### src/rtl/forward_max_match_segmenter_defines.svh
// assertion macros used by the segmenter back end
`ifndef FORWARD_MAX_MATCH_SEGMENTER_DEFINES_SVH
`define FORWARD_MAX_MATCH_SEGMENTER_DEFINES_SVH

// concurrent check on clk, quiet while rst_n is low
`define FMMS_ASSERT(lbl, prop, msg) \
    lbl: assert property (@(posedge clk) disable iff (!rst_n) prop) else $error(msg);

// same check written as an implication
`define FMMS_ASSERT_IMP(lbl, ante, cons, msg) \
    `FMMS_ASSERT(lbl, (ante) |-> (cons), msg)

`endif

### src/rtl/fmms_pkg.sv
// shared types and constants of the forward maximum matching segmenter
package fmms_pkg;

    localparam int MAX_WORD_LEN_DEF = 8;
    localparam int DICT_ENTRIES_DEF = 256;
    localparam int CHAR_BITS_DEF    = 16;

    localparam logic [3:0] CFG_RESET = 4'd5;

    localparam logic [1:0] OP_LOAD_CHAR = 2'd0;
    localparam logic [1:0] OP_SET_LEN   = 2'd1;
    localparam logic [1:0] OP_SENT_CHAR = 2'd2;
    localparam logic [1:0] OP_RESERVED  = 2'd3;

    typedef struct packed {
        logic [1:0]  op;
        logic        last;
        logic [7:0]  entry;
        logic [2:0]  pos;
        logic [15:0] code;
    } fmms_cmd_t;

endpackage

### src/rtl/fmms_front.sv
// front end: accepts requests, drops ignored ones, queues the rest
module fmms_front
    import fmms_pkg::*;
#(
    parameter int MAX_WORD_LEN = MAX_WORD_LEN_DEF,
    parameter int DICT_ENTRIES = DICT_ENTRIES_DEF
)(
    input  logic      clk,
    input  logic      rst_n,
    input  logic      in_valid,
    output logic      in_ready,
    input  fmms_cmd_t in_cmd,
    output logic      cmd_valid,
    input  logic      cmd_ready,
    output fmms_cmd_t cmd
);

    fmms_cmd_t  q_reg [2];
    logic       wr_ptr_reg, wr_ptr_next;
    logic       rd_ptr_reg, rd_ptr_next;
    logic [1:0] cnt_reg, cnt_next;
    logic       keep;
    logic       push, pop;
    logic [31:0] ent32, pos32;

    always_comb
    begin
        ent32 = {24'b0, in_cmd.entry};
        pos32 = {29'b0, in_cmd.pos};
        case (in_cmd.op)
            OP_LOAD_CHAR: keep = (ent32 < DICT_ENTRIES) && (pos32 < MAX_WORD_LEN);
            OP_SET_LEN:   keep = (ent32 < DICT_ENTRIES);
            OP_SENT_CHAR: keep = 1'b1;
            default:      keep = 1'b0;
        endcase
    end

    assign in_ready  = (cnt_reg != 2'd2);
    assign cmd_valid = (cnt_reg != 2'd0);
    assign cmd       = q_reg[rd_ptr_reg];
    assign push      = in_valid && in_ready && keep;
    assign pop       = cmd_valid && cmd_ready;

    always_comb
    begin
        wr_ptr_next = push ? ~wr_ptr_reg : wr_ptr_reg;
        rd_ptr_next = pop ? ~rd_ptr_reg : rd_ptr_reg;
        cnt_next    = cnt_reg + {1'b0, push} - {1'b0, pop};
    end

    always_ff @(posedge clk or negedge rst_n)
    begin
        if (!rst_n)
        begin
            wr_ptr_reg <= 1'b0;
            rd_ptr_reg <= 1'b0;
            cnt_reg    <= 2'd0;
        end
        else
        begin
            wr_ptr_reg <= wr_ptr_next;
            rd_ptr_reg <= rd_ptr_next;
            cnt_reg    <= cnt_next;
        end
    end

    always_ff @(posedge clk)
    begin
        if (push)
        begin
            q_reg[wr_ptr_reg] <= in_cmd;
        end
    end

endmodule

### config.mk
export PLATFORM = sky130hd
export DESIGN_NAME = fmms_front
export DESIGN_NICKNAME = d
export VERILOG_FILES = /design/src/rtl/forward_max_match_segmenter_defines.svh /design/src/rtl/fmms_pkg.sv /design/src/rtl/fmms_front.sv
export SDC_FILE = /design/constraint.sdc
export NUM_CORES = 1
export LEC_CHECK = 0
export BUFFER_PORTS_ARGS = -buffer_cell sky130_fd_sc_hd__clkbuf_2
export CORE_AREA = 2 2 67 100
export CTS_CLUSTER_DIAMETER = 150
export DETAILED_ROUTE_END_ITERATION = 12
export DIE_AREA = 0 0 69 102
export GPL_ROUTABILITY_DRIVEN = 0
export PLACE_DENSITY = 0.59
export SLEW_MARGIN = 20
export SYNTH_ARGS = -nofsm -noshare
export SYNTH_HDL_FRONTEND = slang
export SYNTH_SLANG_ARGS = --single-unit
### constraint.sdc
create_clock -name clk -period 2.9 [get_ports clk]
set_input_delay 0.145 -clock clk [delete_from_list [all_inputs] [get_ports clk]]
set_output_delay 0.145 -clock clk [all_outputs]
set_load 0.01 [all_outputs]
==> results_dict.tcl <==
set metrics [dict create \
    die_h_um 102 \
    clockRootBuffer "clkbuf_8" \
    nNetsFinal 254 \
    rr_startpoint "cnt_reg[0]" \
    fin_util 0.5339 \
    crit_start "rd_ptr_reg" \
    num_rows 35 \
    port-buffer-count 65 \
    fillerInstances 535 \
    largest_register_ffs 60 \
    tightest_slew_ns 0.8607 \
    yosysTopAreaCellShare 0.7492 \
    diodes 0 \
    met2_usage 0.2352 \
    hold-worst-slack_ns 0.01786 \
    first_pass_iters 4 \
    multi_input_area_um2 495.5 \
    fin_worst_skew_ns 0.005207 \
    fin_crit_ns 2.068 \
    grt_overflow 0 \
    finalMaxSlewViolations 0 \
    ir_drop_uv 569.4 \
    cp_slowest_cell "dfrtp_1" \
    clk_pin_slew_ns 0.07 \
    die_area_um2 7038 \
    setup_violations 0 \
    io_pins 66 \
    p_per_area_nw_per_um2 835.7 \
    crit_chain "buf_4 -> mux2_2 -> clkbuf_2" \
    met1_usage 0.1321 \
    post_cts_buffers 0 \
    postSynth.asyncResetShare 0.06250 \
    clock_latency_ns 0.33 \
    postRouteAntennaNets 0 \
    max-slew-margin-rel 0.4248 \
    first_iter_violations 37 \
    max_stage_delay_ns 0.70 \
    fin_crit_sh 0.7130 \
    path_class "reg -> out" \
    antenna_found_initial 0 \
    critical_path_arrival_ns 1.92 \
    hold_start "in_cmd[10]" \
    synth_edf_count 60 \
    num_vias 1372 \
    synth_nets 152 \
    crit_path_end_kind "output port" \
    hold_path_depth 1 \
    ys_warn_count 0 \
    cp-start-kind "flip-flop" \
    synth_cells 117 \
    status "finished, final reports clean" \
    syn_area_per_cell_um2 20.55 \
    grt_first_pass_wirelength_um 6817 \
    core_area_um2 6131 \
    synthTopCellsByCount "edfxtp_1, mux2_1, dfrtp_1" \
    register_area_um2 1902 \
    syn_to_final_growth_pct 36.11 \
    yosys_most_used_dff "edfxtp_1" \
    rsz0062_at_grt "false" \
    drive_above_1_share 0.3973 \
    leakage_nw 1.268 \
    start_util 0.3922 \
    maxCapViolations 0 \
    max_freq_mhz 483.6 \
    wl_per_cell_um 14.50 \
    totalNegativeSetupSlack_ns 0 \
    synth_area_leaders "edfxtp_1, mux2_1, dfrtp_1" \
    hold_viol 0 \
    viasPerCell 4.604 \
    netlist.top_cell.by_area "edfxtp_1" \
    yosysSeqAreaShare 0.7908 \
    track_usage 0.1302 \
    crit_required_ns 2.76 \
    min_path_type "in -> reg" \
    use_met3 0.04339 \
    critPathMaxFanout 18 \
    cts_max_level 3 \
    cts_sinks 64 \
    wl_um 4320 \
    reg2reg_slack_ns 0.98 \
    numCtsBuffers 9 \
    hpwlAfterDp_um 2990 \
    netlist_area_um2 2405 \
    grt_max_degree 31 \
    ff2ff_path_depth 3 \
    die_w_um 69 \
    drc 0 \
    cts.path.max_buffers 2 \
    grt_pass1_vias 1502 \
    synth-seq-cells 64 \
    yosysUniqueCellTypes 21 \
    top_usage_layer "met2" \
    holdPathEnd "q_reg[1][10]" \
    tritoncts "built" \
    synth_most_common_cell "edfxtp_1" \
    r2r-end "q_reg[1][29]" \
]
==> worst max path at each step <==
stage                    to  slack [ns]  cells past startpoint
3_3_place_gp   q_reg[1][23]        1.07                      3
3_5_place_dp    q_reg[1][0]        0.97                      3
6_report            cmd[29]        0.83                      3
5_1_grt             cmd[29]        0.71                      3
2_1_floorplan   q_reg[0][0]        0.48                      3
4_1_cts             cmd[29]        0.76                      3
==> metal layers <==
layer  share of wire  wire length [um]
met1            0.36              1550
met5               0                 0
met4           0.016                70
met2            0.56              2433
met3           0.061               265
==> worst max-delay path, delay by kind of cell, from the launching register on <==
family	cells	cell delay, ns
buf+inv	2	0.50
mux	1	0.38
flops	1	0.70
==> final cells by class <==
class / count / share of cell area
clock buffer: 9 / 0.03784
clock inverter: 7 / 0.01491
multi-input combinational: 50 / 0.1514
sequential: 64 / 0.5810
tap: 74 / 0.02829
timing repair buffer: 94 / 0.1865
==> report_power, final <==
group | internal (mW) | total (mW) | leakage (nW) | switching (mW)
Clock | 0.309 | 0.647 | 0.0889 | 0.338
Sequential | 1.22 | 1.32 | 0.600 | 0.101
Combinational | 0.357 | 0.770 | 0.578 | 0.413
Total | 1.88 | 2.74 | 1.27 | 0.853
==> repair_timing <==
item / 4_1_cts / 5_1_grt
hold buffers: 27 / 0
resized for setup: 0 / 0
hold endpoints to repair: 56 / 0
==> stage by stage <==
| stage | cells | area, um2 | setup slack, ns | power, mW |
|---|---|---|---|---|
| detailed placement | 255 | 2830 | 0.9735 | 2.104 |
| floorplan | 117 | 2405 | 0.4826 | 1.782 |
| global route | 298 | 3273 | 0.7115 | 2.894 |
| CTS | 298 | 3273 | 0.7611 | 2.786 |
| global placement | 255 | 2830 | 1.074 | 2.064 |
| finish | 298 | 3273 | 0.8322 | 2.735 |
==> cells by family (layout without fill, tap and decap cells) <==
kind of cell | after synthesis | in the layout | synth area share
xor gates and xnor gates | 3 | 3 | 0.01093
DFF | 64 | 64 | 0.7908
AOI/OAI and AO/OA | 5 | 5 | 0.01873
and+or+nand+nor | 11 | 11 | 0.02758
adders and majority gates | 1 | 1 | 0.005202
buffers and inverters | 3 | 110 | 0.006242
muxes | 30 | 30 | 0.1405
==> cells in the final DEF (no fill, tap or decap), drive strengths merged <==
cell type / count
nand2: 3
ha: 1
o21ai: 1
edfxtp: 60
buf: 2
xnor2: 2
nor3: 1
clkinvlp: 1
clkbuf: 74
xor2: 1
or2: 1
nand2b: 1
nor2b: 1
clkinv: 6
a211oi: 1
nor2: 2
dlygate4sd3: 27
mux2: 30
and3: 1
nand3: 1
a21boi: 1
a21oi: 2
dfrtp: 4
No activity file was read; power rests on OpenSTA's default activity.
